**config.mk**
```make
export PLATFORM = sky130hd
export DESIGN_NAME = feedback_record_parser_summary
export DESIGN_NICKNAME = d
export VERILOG_FILES = /design/src/hdl/frs_pkg.sv /design/src/hdl/frs_parser.sv /design/src/hdl/frs_summary.sv /design/src/hdl/feedback_record_parser_summary.sv
export SDC_FILE = /design/constraint.sdc
export NUM_CORES = 1
export LEC_CHECK = 0
export ABC_AREA = 0
export BUFFER_PORTS_ARGS = -buffer_cell sky130_fd_sc_hd__buf_4
export CORE_UTILIZATION = 44
export DETAILED_ROUTE_END_ITERATION = 16
export PLACE_DENSITY = 0.61
export RECOVER_POWER = 100
export SETUP_SLACK_MARGIN = 0.15
export SLEW_MARGIN = 20
export SYNTH_ARGS = -nofsm -noshare
export SYNTH_HDL_FRONTEND = slang
export SYNTH_HIERARCHICAL = 1
export SYNTH_SLANG_ARGS = --single-unit
export TNS_END_PERCENT = 10
```
**constraint.sdc**
```tcl
create_clock -name clk_i -period 6.48 [get_ports clk_i]
set_input_delay 0.972 -clock clk_i [delete_from_list [all_inputs] [get_ports clk_i]]
set_output_delay 0.972 -clock clk_i [all_outputs]
set_load 0.02 [all_outputs]
```
**src/hdl/frs_pkg.sv**
```systemverilog
`timescale 1ns / 1ps
// ----------------------------------------------------------------------------
// frs_pkg: shared types and helpers for the feedback record parser
// Parse phase codes, result status codes, the parser-to-summary record
// struct and the decimal digit helpers.
// ----------------------------------------------------------------------------
package frs_pkg;

  localparam int unsigned NumW     = 16;
  localparam int unsigned ByteW    = 8;
  localparam logic [NumW-1:0] NumMax       = 16'hFFFF;
  localparam logic [NumW-1:0] CeilingReset = 16'd9999;

  localparam logic [ByteW-1:0] ChR     = 8'h52;  // 'R'
  localparam logic [ByteW-1:0] ChW     = 8'h57;  // 'W'
  localparam logic [ByteW-1:0] ChComma = 8'h2C;  // ','
  localparam logic [ByteW-1:0] Ch0     = 8'h30;  // '0'
  localparam logic [ByteW-1:0] Ch9     = 8'h39;  // '9'
  localparam logic [ByteW-1:0] ChNul   = 8'h00;

  localparam logic KindByte  = 1'b0;
  localparam logic KindClear = 1'b1;

  typedef enum logic [5:0] {
    PH_SEARCH = 6'b000001,
    PH_TAG    = 6'b000010,
    PH_FIRST  = 6'b000100,
    PH_SECOND = 6'b001000,
    PH_DONE   = 6'b010000,
    PH_REJECT = 6'b100000
  } phase_e;

  typedef enum logic [1:0] {
    ST_ACCEPT = 2'd0,
    ST_REJECT = 2'd1,
    ST_CLEAR  = 2'd2
  } status_e;

  // Outcome of one byte as seen by the summary logic
  typedef struct packed {
    logic            record_ok;
    logic [NumW-1:0] first;
    logic [NumW-1:0] second;
  } parse_res_t;

  function automatic logic is_digit(input logic [ByteW-1:0] c);
    return (c >= Ch0) && (c <= Ch9);
  endfunction

  // acc * 10 + digit, saturated to the number width
  function automatic logic [NumW-1:0] add_digit(input logic [NumW-1:0]  acc,
                                                input logic [ByteW-1:0] c);
    logic [NumW+3:0] prod;
    logic [NumW+3:0] sum;
    begin
      prod = {1'b0, acc, 3'b000} + {3'b000, acc, 1'b0};
      sum  = prod + {{(NumW-4){1'b0}}, c - Ch0};
      if (sum > {4'b0000, NumMax}) begin
        return NumMax;
      end
      return sum[NumW-1:0];
    end
  endfunction

endpackage

```
**src/hdl/frs_parser.sv**
```systemverilog
`timescale 1ns / 1ps
// ----------------------------------------------------------------------------
// frs_parser: per-byte record parser
// Tracks the tag search and the two decimal fields of one payload, and
// reports whether the payload holds an accepted record at its last byte.
// ----------------------------------------------------------------------------
module frs_parser (
  input  logic                      clk_i,
  input  logic                      rst_ni,
  input  logic                      step_i,
  input  logic [frs_pkg::ByteW-1:0] char_byte_i,
  input  logic                      last_byte_i,
  output frs_pkg::parse_res_t       res_o
);
  import frs_pkg::*;

  phase_e          phase_q, phase_d, phase_t;
  logic [NumW-1:0] first_q, first_d, first_t;
  logic [NumW-1:0] second_q, second_d, second_t;
  logic            seen_q, seen_d, seen_t;
  logic            is_tag;
  logic            is_dig;

  assign is_tag = (char_byte_i == ChR) || (char_byte_i == ChW);
  assign is_dig = is_digit(char_byte_i);

  // Take one byte
  always_comb begin
    phase_t  = phase_q;
    first_t  = first_q;
    second_t = second_q;
    seen_t   = seen_q;
    case (phase_q)
      PH_SEARCH: begin
        if (char_byte_i == ChNul) phase_t = PH_REJECT;
        else if (is_tag)          phase_t = PH_TAG;
      end
      PH_TAG: begin
        if (char_byte_i == ChNul) begin
          phase_t = PH_REJECT;
        end else if (char_byte_i == ChComma) begin
          phase_t = PH_FIRST;
          seen_t  = 1'b0;
        end else if (!is_tag) begin
          phase_t = PH_SEARCH;
        end
      end
      PH_FIRST: begin
        if (is_dig) begin
          first_t = add_digit(first_q, char_byte_i);
          seen_t  = 1'b1;
        end else if (seen_q && (char_byte_i == ChComma)) begin
          phase_t = PH_SECOND;
          seen_t  = 1'b0;
        end else begin
          phase_t = PH_REJECT;
        end
      end
      PH_SECOND: begin
        if (is_dig) begin
          second_t = add_digit(second_q, char_byte_i);
          seen_t   = 1'b1;
        end else begin
          phase_t = seen_q ? PH_DONE : PH_REJECT;
        end
      end
      default: begin
      end
    endcase
  end

  assign res_o.record_ok = (phase_t == PH_DONE) || ((phase_t == PH_SECOND) && seen_t);
  assign res_o.first     = first_t;
  assign res_o.second    = second_t;

  // Return to the search state after every final byte
  always_comb begin
    phase_d  = phase_q;
    first_d  = first_q;
    second_d = second_q;
    seen_d   = seen_q;
    if (step_i) begin
      if (last_byte_i) begin
        phase_d  = PH_SEARCH;
        first_d  = '0;
        second_d = '0;
        seen_d   = 1'b0;
      end else begin
        phase_d  = phase_t;
        first_d  = first_t;
        second_d = second_t;
        seen_d   = seen_t;
      end
    end
  end

  always_ff @(posedge clk_i or negedge rst_ni) begin
    if (!rst_ni) begin
      phase_q  <= PH_SEARCH;
      first_q  <= '0;
      second_q <= '0;
      seen_q   <= 1'b0;
    end else begin
      phase_q  <= phase_d;
      first_q  <= first_d;
      second_q <= second_d;
      seen_q   <= seen_d;
    end
  end

endmodule

```
**src/hdl/frs_summary.sv**
```systemverilog
`timescale 1ns / 1ps
// ----------------------------------------------------------------------------
// frs_summary: sweep summary keeper
// Keeps the nearest nonzero distance and the saturating obstacle count,
// and forms the status and values of each result.
// ----------------------------------------------------------------------------
module frs_summary (
  input  logic                     clk_i,
  input  logic                     rst_ni,
  input  logic                     step_i,
  input  logic                     kind_i,
  input  logic                     last_byte_i,
  input  frs_pkg::parse_res_t      res_i,
  input  logic [frs_pkg::NumW-1:0] ceiling_i,
  output frs_pkg::status_e         status_o,
  output logic [frs_pkg::NumW-1:0] nearest_o,
  output logic [frs_pkg::NumW-1:0] total_o
);
  import frs_pkg::*;

  logic [NumW-1:0] nearest_q, nearest_d;
  logic [NumW-1:0] count_q, count_d;
  logic [NumW:0]   sum;
  logic [NumW-1:0] nearest_upd;
  logic [NumW-1:0] count_upd;

  // Merge an accepted record
  assign sum = {1'b0, count_q} + {1'b0, res_i.second};
  assign count_upd = (sum > {1'b0, ceiling_i}) ? ceiling_i : sum[NumW-1:0];
  assign nearest_upd = ((res_i.first != '0) &&
                        ((nearest_q == '0) || (res_i.first < nearest_q))) ?
                       res_i.first : nearest_q;

  always_comb begin
    nearest_d = nearest_q;
    count_d   = count_q;
    status_o  = ST_REJECT;
    if (kind_i == KindClear) begin
      nearest_d = '0;
      count_d   = '0;
      status_o  = ST_CLEAR;
    end else if (res_i.record_ok) begin
      nearest_d = nearest_upd;
      count_d   = count_upd;
      status_o  = ST_ACCEPT;
    end
  end

  assign nearest_o = nearest_d;
  assign total_o   = count_d;

  // Commit only at a payload end or clear
  always_ff @(posedge clk_i or negedge rst_ni) begin
    if (!rst_ni) begin
      nearest_q <= '0;
      count_q   <= '0;
    end else if (step_i && ((kind_i == KindClear) || last_byte_i)) begin
      nearest_q <= nearest_d;
      count_q   <= count_d;
    end
  end

endmodule

```
**src/hdl/feedback_record_parser_summary.sv**
```systemverilog
`timescale 1ns / 1ps
// ----------------------------------------------------------------------------
// feedback_record_parser_summary: text record parser with sweep summary
// Registers each byte, parses it in one pass against the kept state and
// registers the result of each payload end or clear transaction.
// ----------------------------------------------------------------------------
// Path: an accepted transaction is held in the input register, then its result
//   is written to the result register once the result register has room.
// Throughput: one transaction per cycle while the result side does not stall,
//   set by the combinational parse and merge pass between the two registers.
// Reset: asynchronous, active low; parser returns to tag search, kept
//   distance and count clear, ceiling returns to 9999.
module feedback_record_parser_summary (
  input  logic                      clk_i,
  input  logic                      rst_ni,
  input  logic                      in_valid_i,
  output logic                      in_stall_o,
  input  logic                      kind_i,
  input  logic [frs_pkg::ByteW-1:0] char_byte_i,
  input  logic                      last_byte_i,
  output logic                      out_valid_o,
  input  logic                      out_stall_i,
  output logic [1:0]                status_o,
  output logic [frs_pkg::NumW-1:0]  nearest_distance_o,
  output logic [frs_pkg::NumW-1:0]  obstacle_total_o,
  input  logic                      cfg_valid_i,
  output logic                      cfg_ready_o,
  input  logic [frs_pkg::NumW-1:0]  cfg_data_i
);
  import frs_pkg::*;

  logic             in_valid_q;
  logic             kind_q;
  logic [ByteW-1:0] byte_q;
  logic             last_q;
  logic [NumW-1:0]  ceiling_q;
  logic             out_valid_q;
  status_e          status_q;
  logic [NumW-1:0]  nearest_q;
  logic [NumW-1:0]  total_q;

  logic             has_result;
  logic             out_free;
  logic             advance;
  parse_res_t       parse_res;
  status_e          status_d;
  logic [NumW-1:0]  nearest_d;
  logic [NumW-1:0]  total_d;

  // Pipeline control: move the held transaction when its result has room
  assign has_result = (kind_q == KindClear) || last_q;
  assign out_free   = !out_valid_q || !out_stall_i;
  assign advance    = in_valid_q && (!has_result || out_free);
  assign in_stall_o = in_valid_q && !advance;

  // Input register
  always_ff @(posedge clk_i or negedge rst_ni) begin
    if (!rst_ni) begin
      in_valid_q <= 1'b0;
    end else if (!in_stall_o) begin
      in_valid_q <= in_valid_i;
    end
  end

  always_ff @(posedge clk_i) begin
    if (!in_stall_o && in_valid_i) begin
      kind_q <= kind_i;
      byte_q <= char_byte_i;
      last_q <= last_byte_i;
    end
  end

  // Ceiling register, always ready
  assign cfg_ready_o = 1'b1;

  always_ff @(posedge clk_i or negedge rst_ni) begin
    if (!rst_ni) begin
      ceiling_q <= CeilingReset;
    end else if (cfg_valid_i && cfg_ready_o) begin
      ceiling_q <= cfg_data_i;
    end
  end

  frs_parser u_parser (
    .clk_i       (clk_i),
    .rst_ni      (rst_ni),
    .step_i      (advance && (kind_q == KindByte)),
    .char_byte_i (byte_q),
    .last_byte_i (last_q),
    .res_o       (parse_res)
  );

  frs_summary u_summary (
    .clk_i       (clk_i),
    .rst_ni      (rst_ni),
    .step_i      (advance),
    .kind_i      (kind_q),
    .last_byte_i (last_q),
    .res_i       (parse_res),
    .ceiling_i   (ceiling_q),
    .status_o    (status_d),
    .nearest_o   (nearest_d),
    .total_o     (total_d)
  );

  // Result register
  always_ff @(posedge clk_i or negedge rst_ni) begin
    if (!rst_ni) begin
      out_valid_q <= 1'b0;
    end else if (advance && has_result) begin
      out_valid_q <= 1'b1;
    end else if (!out_stall_i) begin
      out_valid_q <= 1'b0;
    end
  end

  always_ff @(posedge clk_i) begin
    if (advance && has_result) begin
      status_q  <= status_d;
      nearest_q <= nearest_d;
      total_q   <= total_d;
    end
  end

  assign out_valid_o        = out_valid_q;
  assign status_o           = status_q;
  assign nearest_distance_o = nearest_q;
  assign obstacle_total_o   = total_q;

  // Checks
  a_stall_needs_item: assert property (@(posedge clk_i) disable iff (!rst_ni)
    in_stall_o |-> in_valid_q)
    else $error("input stalled with empty input register");

  a_no_overwrite: assert property (@(posedge clk_i) disable iff (!rst_ni)
    (in_valid_q && has_result && out_valid_q && out_stall_i) |-> !advance)
    else $error("result register overwritten while stalled");

  a_clear_zero: assert property (@(posedge clk_i) disable iff (!rst_ni)
    (out_valid_q && (status_q == ST_CLEAR)) |-> ((nearest_q == '0) && (total_q == '0)))
    else $error("clear result carries nonzero summary");

  a_quiet_no_result: assert property (@(posedge clk_i) disable iff (!rst_ni)
    (!out_valid_q && !(advance && has_result)) |=> !out_valid_q)
    else $error("result appeared without a finishing transaction");

endmodule

```
-- Word-level counts from Yosys, hierarchy flattened
Cells that the tools add are included.
- register bits: 133
- input port bits: 31
- output and inout port bits: 37
- logic and storage cells: 104
- add/sub/neg operators: 6
- $lt $le $gt $ge: 6
- equality and inequality tests: 10
- muxes and demuxes: 43
- bitwise gates (word level): 1
- reduce and logical (&&, ||, !) cells: 23
- operators by type and width (kind ; number):
    two-way mux 16 bit ; 16
    two-way mux 6 bit ; 10
    adder 19 x 17 -> 20 bit ; 2
    adder 20 x 8 -> 20 bit ; 2
    > comparator 20 x 16 -> 1 bit, second input constant ; 2
    case mux 6 bit (4 select lines) ; 1
    adder 16 x 16 -> 17 bit ; 1
    > comparator 17 x 16 -> 1 bit ; 1
    == test 8 x 7 -> 1 bit, second input constant ; 2
    zero test 16 bit ; 1
    < comparator 16 bit ; 1
    nonzero test 16 bit ; 1
    two-way mux 1 bit ; 15
    == test 6 x 4 -> 1 bit, second input constant ; 2
    logical AND 1 bit ; 9
    == test 8 x 6 -> 1 bit, second input constant ; 1
    greater-or-equal comparator 8 x 6 -> 1 bit, second input constant ; 1
    less-or-equal comparator 8 x 6 -> 1 bit, second input constant ; 1
    zero test 8 bit ; 1
    subtractor 8 x 6 -> 8 bit, second input constant ; 1
    == test 6 x 1 -> 1 bit, second input constant ; 1
    == test 6 x 2 -> 1 bit, second input constant ; 1
    == test 6 x 3 -> 1 bit, second input constant ; 1
    == test 6 x 5 -> 1 bit, second input constant ; 1
    5 further kinds ; 14

-- Longest topological paths before layout
- word-level depth: 15
- mapped depth: 33
- depth with buffers taken out: 29

-- Cells and area by module
Netlist, hierarchy kept.
- by module, submodules not included (module ; instances ; cells each ; area an instance (um^2) ; seq. area each (um^2)):
    frs_parser ; 1 ; 543 ; 4535.6 ; 977.2
    frs_summary ; 1 ; 446 ; 3661.0 ; 800.8
    feedback_record_parser_summary ; 1 ; 93 ; 2102.0 ; 1781.7

-- Least setup slack after synthesis
OpenSTA, ideal clock, no wires.
- path type: reg2reg
- start: register byte_q[4]
- end: register total_q[0] (netlist: obstacle_total_o[0]) (data pin)
- setup time: 0.273 ns
- arrival time: 6.874 ns
- required time: 6.207 ns
- path slack: -0.667 ns
- stages on the path, launching flop included: 34
- path buffers: 4
- period minus slack after synthesis: 7.147 ns
- cell sequence: edfxtp_1 inv_1 ha_1 fa_1 ha_1 clkbuf_1 o211ai_1 a21oi_1 o21ai_1 a21oi_1 o21ai_0 and2_1 clkbuf_1 clkbuf_1 o32a_1 ha_1 inv_1 fa_1 nand2b_1 a21oi_1 o21ai_0 o21bai_1 nand2_1 a311o_1 ha_1 and4_1 nor4b_2 nand2_2 and2_4 a221o_1 nor2_4 buf_6 mux2i_1 a211oi_2
- RTL lines (what ; RTL line ; text):
    start, declared ; feedback_record_parser_summary.sv:34 ; logic [ByteW-1:0] byte_q;
    start signal, assigned ; feedback_record_parser_summary.sv:68 ; byte_q <= char_byte_i;
    end signal, assigned ; feedback_record_parser_summary.sv:121 ; total_q <= total_d;
    end, declared ; feedback_record_parser_summary.sv:40 ; logic [NumW-1:0] total_q;

==> summary.md <==
| Metric | Value |
|---|---|
| VDD IR max | `0.000137 V` |
| Ys async rst share | `66.9%` |
| Clock slew at the register clock pins of the worst setup and hold paths | `70 ps` |
| Static leakage | `6.07 nW` |
| Initial antenna violation count | `0` |
| Reg power frac | `42.7%` |
| Ys Warns | `6` |
| Tcrit/Tclk final | `108%` |
| Clk Latency, worst-skew pair | `430 ps` |
| Synth Instances | `1,082` |
| Core Area | `22,800 um^2` |
| Crit Path Class | `reg2reg` |
| Post-DP HPWL | `20,500 um` |
| Worst hold start | `ceiling_q[15]$_DFFE_PN0P_` |
| Hold endpoint | `ceiling_q[15]$_DFFE_PN0P_` |
| Clock root buffer | `clkbuf_16` |
| Status | `finished, violations left` |
| Area delta synth->final | `30.7%` |
| Critical path's slowest cell | `a2111o_2` |
| First-pass iteration count of the detailed router | `5` |
| Sw Ratio | `28.4%` |
| P_sw | `0.621 mW` |
| Fmax | `143 MHz` |
| First DRT Iteration DRCs | `561` |
| Period minus WS final | `7010 ps` |
| Starting density of the core | `45.2%` |
| Unique masters post-synth | `79` |
| Syn Nets | `1,231` |
| Placed cell areas | `12,200 um^2` |
| TritonCTS buffer count | `17` |
| Final Slew Violations | `38` |
| Max H-tree Level | `4` |
| CP startpoint kind | `flop` |
| Total wire length | `28,800 um` |
| Yosys reg bits | `133` |
| GRT Resource Usage Total | `24.5%` |
| Crit end category | `flop` |
| Vias per inst | `5.64` |
| Die ar. | `24,000 um^2` |
| DRT antenna net count | `0` |
| TritonCTS sink count | `133` |
| Worst r2r src | `byte_q[5]$_DFFE_PP_` |
| Die Width | `155 um` |
| Max Root-Sink Buffers | `2` |
| P per Cell Area | `162 nW/um^2` |
| Via count | `9,071` |
| Placed Cells | `1,552` |
| Final Skew | `9.16 ps` |
| CTS tree | `done` |
| Site Rows | `55` |
| Primary FF master, synth | `dfrtp_1` |
| Maximum number of pins on one net before global-route repair | `61` |
| Top cell type by total area after synthesis | `dfrtp_1` |
| Die height | `155 um` |
| WL per Instance | `17.9 um` |
| Crit path arrival time | `7170 ps` |
| ANT cells | `0` |
| Failing checks | `capacitance limit, slew limit, setup timing` |
| Post-synthesis sequential area ratio | `34.6%` |
| FF-to-FF path depth | `31` |
| RSZ-0062 raised after global routing | `yes` |
| Critical path peak fanout | `6` |
| Critical path required time | `6630 ps` |
| R2r setup slk | `-530 ps` |
| Synth area leaders | `dfrtp_1 (19%), edfxtp_1 (13%), ha_1 (13%)` |
| Hold Path Class | `reg2reg` |
| Final setup vio count | `32` |
| First-pass GRT wire length | `46,300 um` |
| Slew Limit Headroom | `-55.5%` |
| Worst hold stages | `1` |
| Post-route core utilization | `59.1%` |
| Syn_area_per_cell | `9.52 um^2` |
| DRC Markers | `0` |
| Hold buffers post-CTS | `0` |
| Number of enable flip-flop cells after synthesis | `44` |
| IO buf count | `66` |
| Slew @ Worst Pin | `2330 ps` |
| Dpl ws | `-717 ps` |
| Int Power | `1.56 mW` |
| Final Non-Filler Cells | `1,609` |
| Design Area, Final | `13,500 um^2` |
| Total I/O pin count | `68` |
| Setup WS post-layout | `-531 ps` |
| Gpl congestion | `0.891` |
| RR Endpoint | `obstacle_total_o[11]$_DFFE_PP_` |
| Fraction of final layout cells sized beyond drive strength 1 | `31.6%` |
| Syn Std Cell Area | `10,300 um^2` |
| Hold Violations, Final | `0` |
| Final #Nets | `1,432` |
| MaxCap Viol Count | `1` |
| CP max stage delay | `560 ps` |
| Vias in the first global route | `9,110` |
| Setup TNS Final | `-13,490 ps` |
| Most used cell, CP | `a21oi_2` |
| Gr ovfl total | `0` |
| Share of total power in the clock network | `44.3%` |
| Combinational Power Share | `13.0%` |
| Top-area cell type share of the netlist area | `19.4%` |
Yosys cell counts (15+ instances only):
cell,n
a21oi_1,110
ha_1,105
dfrtp_1,80
o21ai_0,76
inv_1,66
nor2_1,66
nand2_1,57
edfxtp_1,44
nand2b_1,44
clkbuf_1,40
xnor2_1,30
xor2_1,26
a21o_1,23
a31oi_1,22
mux2i_1,20
nand3_1,20
a32o_1,19
o32a_1,16
nand4_1,15
power by group through the flow:
stage | Sequential [mW] | Clock [mW] | Combinational [mW]
6_report | 0.934 | 0.968 | 0.283
5_1_grt | 0.937 | 1.02 | 0.310
4_1_cts | 0.933 | 0.984 | 0.278
3_5_place_dp | 0.949 | 0 | 0.268
3_3_place_gp | 0.949 | 0 | 0.264
2_1_floorplan | 0.961 | 0 | 0.144
how the worst max path moves through the flow:
stage	from	endpoint	slack, ps
global route	byte_q[4]$_DFFE_PP_	obstacle_total_o[11]$_DFFE_PP_	-890
finish	byte_q[5]$_DFFE_PP_	obstacle_total_o[11]$_DFFE_PP_	-530
floorplan	byte_q[6]$_DFFE_PP_	obstacle_total_o[0]$_DFFE_PP_	-390
CTS	byte_q[5]$_DFFE_PP_	u_summary/count_q[2]$_DFFE_PN0P_	-310
global placement	byte_q[4]$_DFFE_PP_	obstacle_total_o[2]$_DFFE_PP_	-550
detailed placement	byte_q[4]$_DFFE_PP_	obstacle_total_o[2]$_DFFE_PP_	-720
sequential cells by signal (all words and copies together), names as in the netlist:
| name | cells |
|---|---|
| byte_q | 8 |
| ceiling_q | 16 |
| in_valid_q | 1 |
| kind_q | 1 |
| last_q | 1 |
| nearest_distance_o | 16 |
| obstacle_total_o | 16 |
| out_valid_o | 1 |
| status_o | 2 |
| u_parser/first_q | 16 |
| u_parser/phase_q | 6 |
| u_parser/second_q | 16 |
| u_parser/seen_q | 1 |
| u_summary/count_q | 16 |
| u_summary/nearest_q | 16 |
kinds of logic after synthesis:
| group | after synthesis | synth area share, % |
|---|---|---|
| mux | 38 | 4.28 |
| compound gates | 348 | 22.5 |
| fa+ha+maj | 118 | 15.3 |
| simple gates | 265 | 13.4 |
| other cells | 1 | 0.0364 |
| xor+xnor | 56 | 4.76 |
| flops | 133 | 34.6 |
| buf+inv | 123 | 5.16 |
cell usage in the layout, fill, tap and decap left out, drive strengths merged, types with 5 or more instances in the layout:
master,instances
dfstp,9
edfxtp,44
o21bai,6
o21a,5
and4,5
clkbuf,28
ha,105
mux2,18
o211ai,13
nor2,67
inv,73
nor3,14
nand2,58
nor4,10
xor2,26
xnor2,30
o21ai,82
a21o,23
nor2b,7
mux2i,20
o41ai,5
o32a,16
and3,6
a32o,19
a211oi,13
a21oi,110
nand2b,44
nand4,16
fa,13
a2111oi,7
a31oi,22
dfrtp,80
clkinv,6
buf,227
nand3,20
per-layer routing:
layer | global-route usage, % | wire length, um | vias up
met5 | 0 | 0 | -
met4 | 8.53 | 649 | 0
met1 | 31.0 | 12800 | 4409
li1 | - | - | 4428
met2 | 42.0 | 14300 | 192
met3 | 4.18 | 1050 | 42
timing repair:
item                                    CTS  global route
setup buffers                            11            12
pin swaps                                27            63
gates cloned                              1             1
endpoints found under the setup margin   48            64
gates resized for setup                  42            66
cell type report:
class / count / area, um^2
fillers: 1970 / 9320
multi-input cells: 827 / 6840
flip-flops and latches: 133 / 3560
repair buffers: 238 / 1860
clock buffers: 17 / 425
well taps: 313 / 392
inverters: 66 / 248
clock inverters: 15 / 144
critical path: cells and delay by family, from the launching register on:
family	cells	cell delay, ps
AO/OA/AOI/OAI	14	2910
adder cells (fa/ha/maj)	6	1700
AND/OR/NAND/NOR	6	1000
flip-flops	1	460
buffers and inverters	3	370
XOR/XNOR	1	190
multiplexers	1	120
through the flow:
stage / total power, mW / hold slack [ps]
after floorplan: 1.11 / 470
after global placement: 1.21 / 498
after detailed placement: 1.22 / 504
after CTS: 2.20 / 519
after global routing: 2.27 / 531
final: 2.19 / 515
No activity file was read; power rests on OpenSTA's default activity.
